<file path="src/rtl/stl_pkg.sv">
// ----------------------------------------------------------------------------
// stl_pkg
// Types, codes and character helpers shared by the source token lexer.
// ----------------------------------------------------------------------------
package stl_pkg;

   localparam int unsigned CNT_W  = 6;
   localparam int unsigned IDX_W  = 5;
   localparam int unsigned LINE_W = 16;
   localparam int unsigned Q_DEPTH = 4;
   localparam int unsigned Q_PTR_W = 2;

   localparam logic [4:0] KIND_IDENT   = 5'd10;
   localparam logic [4:0] KIND_FN      = 5'd11;
   localparam logic [4:0] KIND_STRING  = 5'd15;
   localparam logic [4:0] KIND_INT     = 5'd16;
   localparam logic [4:0] KIND_UNKNOWN = 5'd17;
   localparam logic [4:0] KIND_TAB     = 5'd18;
   localparam logic [4:0] KIND_UNTERM  = 5'd19;

   localparam logic [7:0] CH_QUOTE = 8'h22;
   localparam logic [7:0] CH_SPACE = 8'h20;
   localparam logic [7:0] CH_NL    = 8'h0A;
   localparam logic [7:0] CH_TAB   = 8'h09;

   localparam int unsigned NUM_KW = 4;
   localparam logic [CNT_W-1:0] KW_LEN [NUM_KW] = '{6'd2, 6'd6, 6'd3, 6'd6};

   typedef enum logic [1:0] {
      MODE_IDLE   = 2'd0,
      MODE_IDENT  = 2'd1,
      MODE_STRING = 2'd2,
      MODE_INT    = 2'd3
   } mode_type;

   typedef enum logic [1:0] {
      CMD_APPEND = 2'd0,
      CMD_SINGLE = 2'd1,
      CMD_TEXT   = 2'd2
   } cmd_op_type;

   typedef struct packed {
      logic [7:0] char_code;
      logic       end_of_input;
   } req_type;

   typedef struct packed {
      logic [4:0]        token_kind;
      logic [LINE_W-1:0] line_number;
      logic [LINE_W-1:0] column_number;
      logic [CNT_W-1:0]  text_length;
      logic [7:0]        text_byte;
      logic [IDX_W-1:0]  text_index;
      logic              text_truncated;
      logic              token_done;
      logic              run_last;
   } rsp_type;

   typedef struct packed {
      cmd_op_type op;
      rsp_type    res;
   } cmd_type;

   typedef struct packed {
      logic       hit;
      logic [4:0] kind;
   } punct_type;

   function automatic logic [LINE_W-1:0] sat_inc(input logic [LINE_W-1:0] v);
      return (v == {LINE_W{1'b1}}) ? v : v + 1'b1;
   endfunction

   function automatic logic is_alpha(input logic [7:0] c);
      return (c >= "a" && c <= "z") || (c >= "A" && c <= "Z");
   endfunction

   function automatic logic is_digit(input logic [7:0] c);
      return c >= "0" && c <= "9";
   endfunction

   function automatic punct_type punct_lookup(input logic [7:0] c);
      punct_type p;
      p.hit = 1'b1;
      p.kind = 5'd0;
      unique case (c)
         "(":     p.kind = 5'd0;
         ")":     p.kind = 5'd1;
         "{":     p.kind = 5'd2;
         "}":     p.kind = 5'd3;
         "=":     p.kind = 5'd4;
         ":":     p.kind = 5'd5;
         ",":     p.kind = 5'd6;
         ".":     p.kind = 5'd7;
         "<":     p.kind = 5'd8;
         ">":     p.kind = 5'd9;
         default: p.hit = 1'b0;
      endcase
      return p;
   endfunction

   // keywords in order: fn, extern, var, struct
   function automatic logic [7:0] kw_char(input logic [1:0] k, input logic [2:0] p);
      logic [7:0] ch;
      ch = 8'h00;
      unique case ({k, p})
         {2'd0, 3'd0}: ch = "f";
         {2'd0, 3'd1}: ch = "n";
         {2'd1, 3'd0}: ch = "e";
         {2'd1, 3'd1}: ch = "x";
         {2'd1, 3'd2}: ch = "t";
         {2'd1, 3'd3}: ch = "e";
         {2'd1, 3'd4}: ch = "r";
         {2'd1, 3'd5}: ch = "n";
         {2'd2, 3'd0}: ch = "v";
         {2'd2, 3'd1}: ch = "a";
         {2'd2, 3'd2}: ch = "r";
         {2'd3, 3'd0}: ch = "s";
         {2'd3, 3'd1}: ch = "t";
         {2'd3, 3'd2}: ch = "r";
         {2'd3, 3'd3}: ch = "u";
         {2'd3, 3'd4}: ch = "c";
         {2'd3, 3'd5}: ch = "t";
         default:      ch = 8'h00;
      endcase
      return ch;
   endfunction

endpackage

</file>
<file path="src/rtl/source_token_lexer.sv">
// ----------------------------------------------------------------------------
// source_token_lexer
// Streaming lexer: one source byte per request, tokens out as results.
// ----------------------------------------------------------------------------
// A request is taken only while no commands are pending; the classifier then
// pushes its queued commands (a text append, a token, or a flush at end of
// input) one at a time, so a byte inside an identifier, integer or string holds
// off the next request while its append is pushed, and a space or newline does
// not. The replay unit behind a four-entry command queue writes one buffered
// character per cycle and, unless the result side stalls, replays text at one
// character per result per cycle through a registered buffer read. A result
// passes the command slots, the queue, a staging register and the output register.
// ----------------------------------------------------------------------------
module source_token_lexer import stl_pkg::*; #(
   parameter int unsigned MAX_TEXT = 32
) (
   input  logic    clock,
   input  logic    reset,
   input  logic    req_valid,
   output logic    req_stall,
   input  req_type req_data,
   output logic    rsp_valid,
   input  logic    rsp_stall,
   output rsp_type rsp_data
);

   logic    push_valid;
   logic    push_full;
   cmd_type push_data;
   logic    head_valid;
   cmd_type head_data;
   logic    pop;

   stl_front #(.MAX_TEXT(MAX_TEXT)) u_front (
      .clock      (clock),
      .reset      (reset),
      .req_valid  (req_valid),
      .req_stall  (req_stall),
      .req_data   (req_data),
      .push_valid (push_valid),
      .push_full  (push_full),
      .push_data  (push_data)
   );

   stl_queue u_queue (
      .clock      (clock),
      .reset      (reset),
      .push_valid (push_valid),
      .push_full  (push_full),
      .push_data  (push_data),
      .head_valid (head_valid),
      .head_data  (head_data),
      .pop        (pop)
   );

   stl_back #(.MAX_TEXT(MAX_TEXT)) u_back (
      .clock      (clock),
      .reset      (reset),
      .head_valid (head_valid),
      .head_data  (head_data),
      .pop        (pop),
      .rsp_valid  (rsp_valid),
      .rsp_stall  (rsp_stall),
      .rsp_data   (rsp_data)
   );

endmodule

</file>
<file path="src/rtl/stl_front.sv">
// ----------------------------------------------------------------------------
// stl_front
// Classifies each source byte, tracks mode, line and column, and queues
// append and token commands for the replay unit.
// ----------------------------------------------------------------------------
module stl_front import stl_pkg::*; #(
   parameter int unsigned MAX_TEXT = 32
) (
   input  logic    clock,
   input  logic    reset,
   input  logic    req_valid,
   output logic    req_stall,
   input  req_type req_data,
   output logic    push_valid,
   input  logic    push_full,
   output cmd_type push_data
);

   mode_type          mode_ff, mode_in;
   logic [CNT_W-1:0]  cnt_ff, cnt_in;
   logic              ovf_ff, ovf_in;
   logic [LINE_W-1:0] line_ff, line_in;
   logic [LINE_W-1:0] col_ff, col_in;
   logic [LINE_W-1:0] scol_ff, scol_in;
   logic [NUM_KW-1:0] kw_ff, kw_in;
   cmd_type           slot_ff [3];
   cmd_type           slot_in [3];
   logic [2:0]        pend_ff, pend_in;
   logic              req_accept;

   function automatic cmd_type make_single(input logic [4:0] kind,
                                           input logic [LINE_W-1:0] line,
                                           input logic [LINE_W-1:0] col,
                                           input logic [CNT_W-1:0] len,
                                           input logic [7:0] byte_val,
                                           input logic trunc);
      cmd_type r;
      r.op = CMD_SINGLE;
      r.res.token_kind = kind;
      r.res.line_number = line;
      r.res.column_number = col;
      r.res.text_length = len;
      r.res.text_byte = byte_val;
      r.res.text_index = '0;
      r.res.text_truncated = trunc;
      r.res.token_done = 1'b1;
      r.res.run_last = 1'b0;
      return r;
   endfunction

   function automatic cmd_type make_emit(input logic [4:0] kind,
                                         input logic [CNT_W-1:0] cnt,
                                         input logic ovf,
                                         input logic [NUM_KW-1:0] kw,
                                         input logic [LINE_W-1:0] line,
                                         input logic [LINE_W-1:0] scol);
      cmd_type r;
      logic hit;
      logic [4:0] kk;
      hit = 1'b0;
      kk = kind;
      if (kind == KIND_IDENT && !ovf) begin
         for (int k = 0; k < NUM_KW; k++) begin
            if (!hit && kw[k] && cnt == KW_LEN[k]) begin
               hit = 1'b1;
               kk = KIND_FN + 5'(k);
            end
         end
      end
      if (hit) begin
         r = make_single(kk, line, scol, '0, 8'h00, 1'b0);
      end else if (cnt == '0) begin
         r = make_single(kind, line, scol, '0, 8'h00, ovf);
      end else begin
         r = make_single(kind, line, scol, cnt, 8'h00, ovf);
         r.op = CMD_TEXT;
      end
      return r;
   endfunction

   assign req_stall  = |pend_ff;
   assign req_accept = req_valid && !req_stall;
   assign push_valid = |pend_ff;
   assign push_data  = pend_ff[0] ? slot_ff[0] : (pend_ff[1] ? slot_ff[1] : slot_ff[2]);

   always_comb begin
      logic [7:0] c;
      logic       eoi;
      logic       ending;
      logic       do_append;
      logic [4:0] end_kind;
      punct_type  pl;
      cmd_type    s0, s1, s2;
      logic [2:0] v;
      logic [2:0] o;

      mode_in = mode_ff;
      cnt_in  = cnt_ff;
      ovf_in  = ovf_ff;
      line_in = line_ff;
      col_in  = col_ff;
      scol_in = scol_ff;
      kw_in   = kw_ff;
      slot_in = slot_ff;
      pend_in = pend_ff;

      c = req_data.char_code;
      eoi = req_data.end_of_input;
      pl = punct_lookup(c);
      s0 = '0;
      s1 = '0;
      s2 = '0;
      v = 3'b000;
      o = 3'b000;
      do_append = 1'b0;
      end_kind = (mode_ff == MODE_INT) ? KIND_INT :
                 (mode_ff == MODE_STRING) ? KIND_STRING : KIND_IDENT;
      ending = (mode_ff == MODE_IDENT && !(is_alpha(c) || is_digit(c))) ||
               (mode_ff == MODE_INT && !is_digit(c)) ||
               (mode_ff == MODE_STRING && c == CH_QUOTE);

      if (req_accept) begin
         if (ending) begin
            s0 = make_emit(end_kind, cnt_ff, ovf_ff, kw_ff, line_ff, scol_ff);
            v[0] = 1'b1;
            mode_in = MODE_IDLE;
            if (mode_ff == MODE_STRING) begin
               col_in = sat_inc(col_in);
            end
         end

         if (mode_ff == MODE_IDLE || (ending && mode_ff != MODE_STRING)) begin
            if (pl.hit) begin
               s1 = make_single(pl.kind, line_in, col_in, '0, 8'h00, 1'b0);
               v[1] = 1'b1;
               col_in = sat_inc(col_in);
            end else if (c == CH_QUOTE) begin
               mode_in = MODE_STRING;
               scol_in = col_in;
               cnt_in = '0;
               ovf_in = 1'b0;
               col_in = sat_inc(col_in);
            end else if (c == CH_SPACE) begin
               col_in = sat_inc(col_in);
            end else if (c == CH_NL) begin
               line_in = sat_inc(line_in);
               col_in = '0;
            end else if (c == CH_TAB) begin
               s1 = make_single(KIND_TAB, line_in, col_in, '0, 8'h00, 1'b0);
               v[1] = 1'b1;
               col_in = sat_inc(col_in);
            end else if (is_alpha(c) || is_digit(c)) begin
               mode_in = is_alpha(c) ? MODE_IDENT : MODE_INT;
               scol_in = col_in;
               cnt_in = '0;
               ovf_in = 1'b0;
               kw_in = '1;
               do_append = 1'b1;
            end else begin
               s1 = make_single(KIND_UNKNOWN, line_in, col_in, CNT_W'(1), c, 1'b0);
               v[1] = 1'b1;
               col_in = sat_inc(col_in);
            end
         end else if (!ending) begin
            do_append = 1'b1;
         end

         if (do_append) begin
            if (cnt_in < CNT_W'(MAX_TEXT)) begin
               s1.op = CMD_APPEND;
               s1.res = '0;
               s1.res.text_byte = c;
               s1.res.text_length = cnt_in;
               v[1] = 1'b1;
               for (int k = 0; k < NUM_KW; k++) begin
                  kw_in[k] = kw_in[k] && (cnt_in < KW_LEN[k]) &&
                             (c == kw_char(2'(k), cnt_in[2:0]));
               end
               cnt_in = cnt_in + CNT_W'(1);
            end else begin
               ovf_in = 1'b1;
            end
            col_in = sat_inc(col_in);
         end

         if (eoi) begin
            if (mode_in == MODE_IDENT) begin
               s2 = make_emit(KIND_IDENT, cnt_in, ovf_in, kw_in, line_in, scol_in);
               v[2] = 1'b1;
            end else if (mode_in == MODE_INT) begin
               s2 = make_emit(KIND_INT, cnt_in, ovf_in, kw_in, line_in, scol_in);
               v[2] = 1'b1;
            end else if (mode_in == MODE_STRING) begin
               s2 = make_single(KIND_UNTERM, line_in, scol_in, '0, 8'h00, 1'b0);
               v[2] = 1'b1;
            end
            mode_in = MODE_IDLE;
            cnt_in = '0;
            ovf_in = 1'b0;
            line_in = '0;
            col_in = '0;
            scol_in = '0;
         end

         o[0] = v[0] && s0.op != CMD_APPEND;
         o[1] = v[1] && s1.op != CMD_APPEND;
         o[2] = v[2] && s2.op != CMD_APPEND;
         s0.res.run_last = o[0] && !o[1] && !o[2];
         s1.res.run_last = o[1] && !o[2];
         s2.res.run_last = o[2];
         slot_in[0] = s0;
         slot_in[1] = s1;
         slot_in[2] = s2;
         pend_in = v;
      end else if (push_valid && !push_full) begin
         // drop the lowest pending command
         pend_in = pend_ff & (pend_ff - 3'd1);
      end
   end

   always_ff @(posedge clock) begin
      if (reset) begin
         mode_ff <= MODE_IDLE;
         cnt_ff  <= '0;
         ovf_ff  <= 1'b0;
         line_ff <= '0;
         col_ff  <= '0;
         scol_ff <= '0;
         kw_ff   <= '0;
         pend_ff <= 3'b000;
      end else begin
         mode_ff <= mode_in;
         cnt_ff  <= cnt_in;
         ovf_ff  <= ovf_in;
         line_ff <= line_in;
         col_ff  <= col_in;
         scol_ff <= scol_in;
         kw_ff   <= kw_in;
         pend_ff <= pend_in;
      end
   end

   always_ff @(posedge clock) begin
      slot_ff <= slot_in;
   end

   a_eoi_restart: assert property (@(posedge clock) disable iff (reset)
      req_accept && req_data.end_of_input |=>
      mode_ff == MODE_IDLE && line_ff == '0 && col_ff == '0)
      else $error("end of input did not restart the lexer");

   a_ovf_full: assert property (@(posedge clock) disable iff (reset)
      ovf_ff |-> cnt_ff == CNT_W'(MAX_TEXT))
      else $error("overflow flagged with room left in the buffer");

   a_flush_slot: assert property (@(posedge clock) disable iff (reset)
      req_accept && !req_data.end_of_input |=> !pend_ff[2])
      else $error("flush command without end of input");

endmodule

</file>
<file path="src/rtl/stl_queue.sv">
// ----------------------------------------------------------------------------
// stl_queue
// Short command queue between the classifier and the replay unit.
// ----------------------------------------------------------------------------
module stl_queue import stl_pkg::*; (
   input  logic    clock,
   input  logic    reset,
   input  logic    push_valid,
   output logic    push_full,
   input  cmd_type push_data,
   output logic    head_valid,
   output cmd_type head_data,
   input  logic    pop
);

   cmd_type            entry_ff [Q_DEPTH];
   logic [Q_PTR_W-1:0] wr_ptr_ff, wr_ptr_in;
   logic [Q_PTR_W-1:0] rd_ptr_ff, rd_ptr_in;
   logic [Q_PTR_W:0]   count_ff, count_in;
   logic               do_push;
   logic               do_pop;

   assign push_full  = count_ff == (Q_PTR_W + 1)'(Q_DEPTH);
   assign head_valid = count_ff != '0;
   assign head_data  = entry_ff[rd_ptr_ff];
   assign do_push    = push_valid && !push_full;
   assign do_pop     = pop && head_valid;

   always_comb begin
      wr_ptr_in = do_push ? wr_ptr_ff + 1'b1 : wr_ptr_ff;
      rd_ptr_in = do_pop ? rd_ptr_ff + 1'b1 : rd_ptr_ff;
      count_in  = count_ff;
      if (do_push && !do_pop) begin
         count_in = count_ff + 1'b1;
      end else if (do_pop && !do_push) begin
         count_in = count_ff - 1'b1;
      end
   end

   always_ff @(posedge clock) begin
      if (reset) begin
         wr_ptr_ff <= '0;
         rd_ptr_ff <= '0;
         count_ff  <= '0;
      end else begin
         wr_ptr_ff <= wr_ptr_in;
         rd_ptr_ff <= rd_ptr_in;
         count_ff  <= count_in;
      end
   end

   always_ff @(posedge clock) begin
      if (do_push) begin
         entry_ff[wr_ptr_ff] <= push_data;
      end
   end

endmodule

</file>
<file path="src/rtl/stl_back.sv">
// ----------------------------------------------------------------------------
// stl_back
// Holds the token text buffer, writes appended characters and replays
// buffered text one character per result through a registered output.
// ----------------------------------------------------------------------------
module stl_back import stl_pkg::*; #(
   parameter int unsigned MAX_TEXT = 32
) (
   input  logic    clock,
   input  logic    reset,
   input  logic    head_valid,
   input  cmd_type head_data,
   output logic    pop,
   output logic    rsp_valid,
   input  logic    rsp_stall,
   output rsp_type rsp_data
);

   localparam int unsigned AW = (MAX_TEXT > 1) ? $clog2(MAX_TEXT) : 1;

   logic [7:0]       text_mem [MAX_TEXT];
   logic [7:0]       rdata_ff;
   logic [CNT_W-1:0] idx_ff, idx_in;
   logic             stage_valid_ff, stage_valid_in;
   rsp_type          stage_ff, stage_in;
   logic             from_mem_ff, from_mem_in;
   logic             rsp_valid_ff, rsp_valid_in;
   rsp_type          rsp_ff, rsp_in;
   logic             out_load;
   logic             stage_free;
   logic             wr_en;
   logic             rd_en;
   logic [AW-1:0]    wr_addr;
   logic [AW-1:0]    rd_addr;
   logic             last_char;

   assign out_load   = stage_valid_ff && (!rsp_valid_ff || !rsp_stall);
   assign stage_free = !stage_valid_ff || out_load;
   assign last_char  = (idx_ff + CNT_W'(1)) == head_data.res.text_length;
   assign wr_addr    = head_data.res.text_length[AW-1:0];
   assign rd_addr    = idx_ff[AW-1:0];
   assign rsp_valid  = rsp_valid_ff;
   assign rsp_data   = rsp_ff;

   always_comb begin
      pop = 1'b0;
      wr_en = 1'b0;
      rd_en = 1'b0;
      idx_in = idx_ff;
      stage_in = stage_ff;
      from_mem_in = from_mem_ff;
      stage_valid_in = stage_valid_ff && !out_load;
      rsp_valid_in = rsp_valid_ff && rsp_stall;
      rsp_in = rsp_ff;

      if (out_load) begin
         rsp_in = stage_ff;
         if (from_mem_ff) begin
            rsp_in.text_byte = rdata_ff;
         end
         rsp_valid_in = 1'b1;
      end

      if (head_valid) begin
         unique case (head_data.op)
            CMD_APPEND: begin
               wr_en = 1'b1;
               pop = 1'b1;
            end
            CMD_SINGLE: begin
               if (stage_free) begin
                  stage_in = head_data.res;
                  from_mem_in = 1'b0;
                  stage_valid_in = 1'b1;
                  pop = 1'b1;
               end
            end
            CMD_TEXT: begin
               if (stage_free) begin
                  rd_en = 1'b1;
                  stage_in = head_data.res;
                  stage_in.text_index = idx_ff[IDX_W-1:0];
                  stage_in.token_done = last_char;
                  stage_in.run_last = head_data.res.run_last && last_char;
                  from_mem_in = 1'b1;
                  stage_valid_in = 1'b1;
                  if (last_char) begin
                     pop = 1'b1;
                     idx_in = '0;
                  end else begin
                     idx_in = idx_ff + CNT_W'(1);
                  end
               end
            end
            default: begin
               pop = 1'b1;
            end
         endcase
      end
   end

   always_ff @(posedge clock) begin
      if (reset) begin
         idx_ff <= '0;
         stage_valid_ff <= 1'b0;
         rsp_valid_ff <= 1'b0;
      end else begin
         idx_ff <= idx_in;
         stage_valid_ff <= stage_valid_in;
         rsp_valid_ff <= rsp_valid_in;
      end
   end

   always_ff @(posedge clock) begin
      stage_ff <= stage_in;
      from_mem_ff <= from_mem_in;
      rsp_ff <= rsp_in;
   end

   always_ff @(posedge clock) begin
      if (wr_en) begin
         text_mem[wr_addr] <= head_data.res.text_byte;
      end
      if (rd_en) begin
         rdata_ff <= text_mem[rd_addr];
      end
   end

   a_idx_range: assert property (@(posedge clock) disable iff (reset)
      head_valid && head_data.op == CMD_TEXT |-> idx_ff < head_data.res.text_length)
      else $error("replay index past token text");

   a_idx_idle: assert property (@(posedge clock) disable iff (reset)
      !head_valid |-> idx_ff == '0)
      else $error("replay index left over without a command");

   a_last_done: assert property (@(posedge clock) disable iff (reset)
      rsp_valid_ff && rsp_ff.run_last |-> rsp_ff.token_done)
      else $error("run ended inside a token");

endmodule

</file>
<file path="config.mk">
export PLATFORM = sky130hd
export DESIGN_NAME = source_token_lexer
export DESIGN_NICKNAME = d
export VERILOG_FILES = /design/src/rtl/stl_pkg.sv /design/src/rtl/source_token_lexer.sv /design/src/rtl/stl_front.sv /design/src/rtl/stl_queue.sv /design/src/rtl/stl_back.sv
export SDC_FILE = /design/constraint.sdc
export NUM_CORES = 1
export LEC_CHECK = 0
export ABC_AREA = 1
export BUFFER_PORTS_ARGS = -buffer_cell sky130_fd_sc_hd__buf_2
export CAP_MARGIN = 20
export CORE_AREA = 2 2 252 254
export DETAILED_ROUTE_END_ITERATION = 8
export DIE_AREA = 0 0 254 256
export GPL_TIMING_DRIVEN = 0
export PLACE_DENSITY = 0.82
export SLEW_MARGIN = 10
export SYNTH_ARGS = -nofsm -noshare
export SYNTH_HDL_FRONTEND = slang
export SYNTH_HIERARCHICAL = 1
export SYNTH_SLANG_ARGS = --single-unit
</file>
<file path="constraint.sdc">
create_clock -name clock -period 17.8 [get_ports clock]
set_input_delay 1.78 -clock clock [delete_from_list [all_inputs] [get_ports clock]]
set_output_delay 1.78 -clock clock [all_outputs]
set_load 0.005 [all_outputs]
</file>
==> summary.md <==
| Metric | Value |
|---|---|
| Run status | `complete, no violations` |
| #FFs+latches synth | `857` |
| Leak pwr | `15.19 nW` |
| Clk root buf | `clkbuf_16` |
| RSZ-0062 raised after global routing | `no` |
| Worst-margin pin slew | `1.121 ns` |
| Crit-path max cell delay | `0.25 ns` |
| Part of the Yosys area used for sequential elements | `0.6602` |
| Final HPWL DP | `64700 um` |
| Initial DRC count | `3763` |
| Drt wl/cell | `21.10 um` |
| Worst vdd ir | `82.00 uV` |
| Final Critical Period | `5.221 ns` |
| Clock power share | `0.282` |
| Setup crit start | `req_data[3]` |
| CTS Hold Buffers Added | `0` |
| Clock transition at path regs | `0.06 ns` |
| CTS Buf Count | `83` |
| Row cnt | `92` |
| Net Sw Frac | `0.3278` |
| Top FF cell, synth | `edfxtp_1` |
| CP max stage cell | `a21oi_2` |
| Relative slew slack | `0.2470` |
| Final WS setup | `12.58 ns` |
| Die Footprint | `65020 um^2` |
| First-pass GRT wire length | `146800 um` |
| Die W | `254 um` |
| Setup violations, final | `0` |
| Port Buffers | `70` |
| Startpoint types | `primary input` |
| Drt first pass iters | `7` |
| Syn. warnings | `6` |
| Crit share post-route | `0.2933` |
| Pre-CTS setup slack | `12.05 ns` |
| Vias per Instance | `6.038` |
| Area growth syn-to-layout | `12.37%` |
| Crit path kind | `primary input to flop` |
| FF-to-FF Start | `u_front/col_ff[1]` |
| Die Ht | `256 um` |
| Share of post-route cells with drive strength above 1 | `0.1350` |
| CP Max Fanout | `9` |
| Number of fill cells in the layout | `4297` |
| Routed vias | `27290` |
| Critical path capture point type | `flop` |
| Combinational Power Share | `0.270` |
| Max Cap Viol | `0` |
| Top cell type by total area after synthesis | `edfxtp_1` |
| GRT Util Overall | `0.2941` |
| Pwr dens | `141.6 nW/um^2` |
| Syn Area/Cell | `11.02 um^2` |
| Initial antenna violation count | `2` |
| Post-CTS Setup Bufs | `0` |
| Post-route ant nets | `0` |
| Final net count | `3636` |
| Remaining DRCs | `0` |
| Largest net degree at the start of global routing | `69` |
| Clk_lat worst skew | `0.63 ns` |
| Routed WL | `95360 um` |
| IO Pins | `74` |
| CORE AREA | `62390 um^2` |
| Area contributors post-synth | `edfxtp_1 (62%), nand2_1 (5.7%), nor2_1 (4.9%)` |
| Final Hold Fails | `0` |
| Switching pwr | `0.001969 W` |
| Hold Crit Start | `u_back/stage_ff[48]` |
| CP Data Required Time | `18.15 ns` |
| FFs w/ async S/R, synth | `0` |
| Routability Congestion | `0.9428` |
| Longest Clk Path Bufs | `3` |
| Initial Util | `0.6051` |
| Critical Path AT | `5.57 ns` |
| Clock sinks | `857` |
| Register area | `24920 um^2` |
| Hold Crit Class | `flop to flop` |
| Post-synth cell types | `65` |
| Sequential share of power | `0.448` |
| Syn Inst Count | `3425` |
| Multi-input logic area | `11160 um^2` |
| Fin Setup TNS | `0 ns` |
| Number of synthesized flops with an enable pin | `776` |
| Clk_skew | `0.02321 ns` |
| Crit-path leading delay family | `simple AND/OR/NAND/NOR gates` |
| TritonCTS clock tree | `built` |
| Internal | `0.004038 W` |
| Peak Freq | `0.1916 GHz` |
| Buf/Inv on CP | `5` |
| GRT overflow | `0` |
| Pins Over Slew Limit | `0` |
| Vias in the first global route | `26270` |
| H-tree depth | `3` |
| Synthesized area | `37750 um^2` |
| Area share of the largest cell type after synthesis | `0.6172` |
| PostCTS Resize Cnt | `0` |
per-stage QoR:
stage / area (um^2) / power (W) / hold WS (ns) / cells / utilization
3_5_place_dp: 39780 / 0.004285 / 0.4045 / 4365 / 0.6376
6_report: 42420 / 0.006007 / 0.4139 / 4520 / 0.6799
3_3_place_gp: 39180 / 0.004168 / 0.4010 / 4346 / 0.6280
5_1_grt: 42420 / 0.006216 / 0.4215 / 4519 / 0.6799
4_1_cts: 42410 / 0.005977 / 0.4174 / 4518 / 0.6798
2_1_floorplan: 37770 / 0.003656 / 0.4003 / 3430 / -
power groups by stage:
| stage | Sequential (W) | Clock [W] | Combinational (W) |
|---|---|---|---|
| floorplan | 0.00273 | 0 | 0.000924 |
| global placement | 0.00276 | 0 | 0.00141 |
| detailed placement | 0.00273 | 0 | 0.00156 |
| CTS | 0.00269 | 0.00171 | 0.00158 |
| global route | 0.00271 | 0.00178 | 0.00172 |
| finish | 0.00269 | 0.00169 | 0.00162 |
placed cells by master, fill, tap and decap left out, drive strengths merged, types with 8 or more instances in the layout:
cell / Yosys / layout
o21ai: 327 / 327
xor2: 29 / 29
nand2: 607 / 607
nand3: 291 / 291
nor2: 555 / 555
ha: 17 / 17
edfxtp: 776 / 776
nor3: 29 / 29
clkinv: 5 / 49
clkbuf: 84 / 180
buf: 84 / 174
a21oi: 81 / 81
mux2: 8 / 8
o22ai: 141 / 141
or2: 14 / 14
nand4: 28 / 28
dfxtp: 81 / 81
inv: 226 / 229
worst reg2reg max path: stages (launching register included):
cell and delay, ns:
dfxtp_1 0.42, ha_1 0.24, nand2_1 0.12, nor2_4 0.25, nand4_4 0.22, nand2_4 0.19
xor2_4 0.25, ha_1 0.22, nand2_2 0.10, nor3_2 0.34, nand2_2 0.14, nor2_4 0.15
nand2_2 0.08, nand2_1 0.07, nand2_1 0.06, nand2_1 0.17, inv_1 0.13, ha_1 0.26
nand3_2 0.12, inv_2 0.06, nand2_2 0.09, nand3b_4 0.19, nand3_1 0.10, nand3_1 0.16
a21oi_1 0.08
cells in the mapped netlist, drive strengths merged, types with 28 or more instances:
master,n
a21oi,81
buf,84
clkbuf,84
dfxtp,81
edfxtp,776
inv,226
nand2,607
nand3,291
nand4,28
nor2,555
nor3,29
o21ai,327
o22ai,141
xor2,29
worst paths after layout:
| kind | end | slack, ns | depth (start not counted) |
|---|---|---|---|
| worst max-delay path | u_front/slot_ff[60] | 12.58 | 25 |
| worst min-delay path | u_back/rsp_data[48] | 0.41 | 0 |
| worst max register to register | u_front/col_ff[11] | 13.44 | 24 |
| worst min register to register | u_back/rsp_data[48] | 0.41 | 0 |
per-layer routing:
layer  global-route usage  vias to the layer above  part of all wire
met4              0.09804                        2             0.031
met5                    0                        -           0.00014
li1                     -                    12320                 -
met3              0.05309                      251              0.12
met2               0.4591                     1799              0.46
met1               0.4204                    12920              0.39
state kept, by name, indices dropped and copies added, names as in the netlist, 8 cells and up, named ones only:
register and flops:
u_back/rdata_ff 8, u_queue/entry_ff 244, u_front/slot_ff 149, u_front/scol_ff 16
u_front/col_ff 16, u_back/rsp_data 59, u_back/text_mem 256, u_front/line_ff 16
u_back/stage_ff 59
cell families after synthesis:
group	count (synthesis)	synth area share
XOR/XNOR	32	0.008120
buffers and inverters	399	0.04749
flip-flops	857	0.6602
AO/OA/AOI/OAI	571	0.08932
AND/OR/NAND/NOR	1539	0.1862
other	1	0.00009933
adder cells (fa/ha/maj)	18	0.006164
multiplexers	8	0.002386
final cells by class:
type,count,area share
Sequential cell,857,0.5875
Multi-Input combinational cell,2174,0.2632
Clock buffer,96,0.05011
Tap cell,846,0.02495
Buffer,168,0.02153
Inverter,231,0.02082
Timing Repair Buffer,90,0.01988
Clock inverter,57,0.01195
Antenna cell,1,0.00005899
No activity file was read; power rests on OpenSTA's default activity.
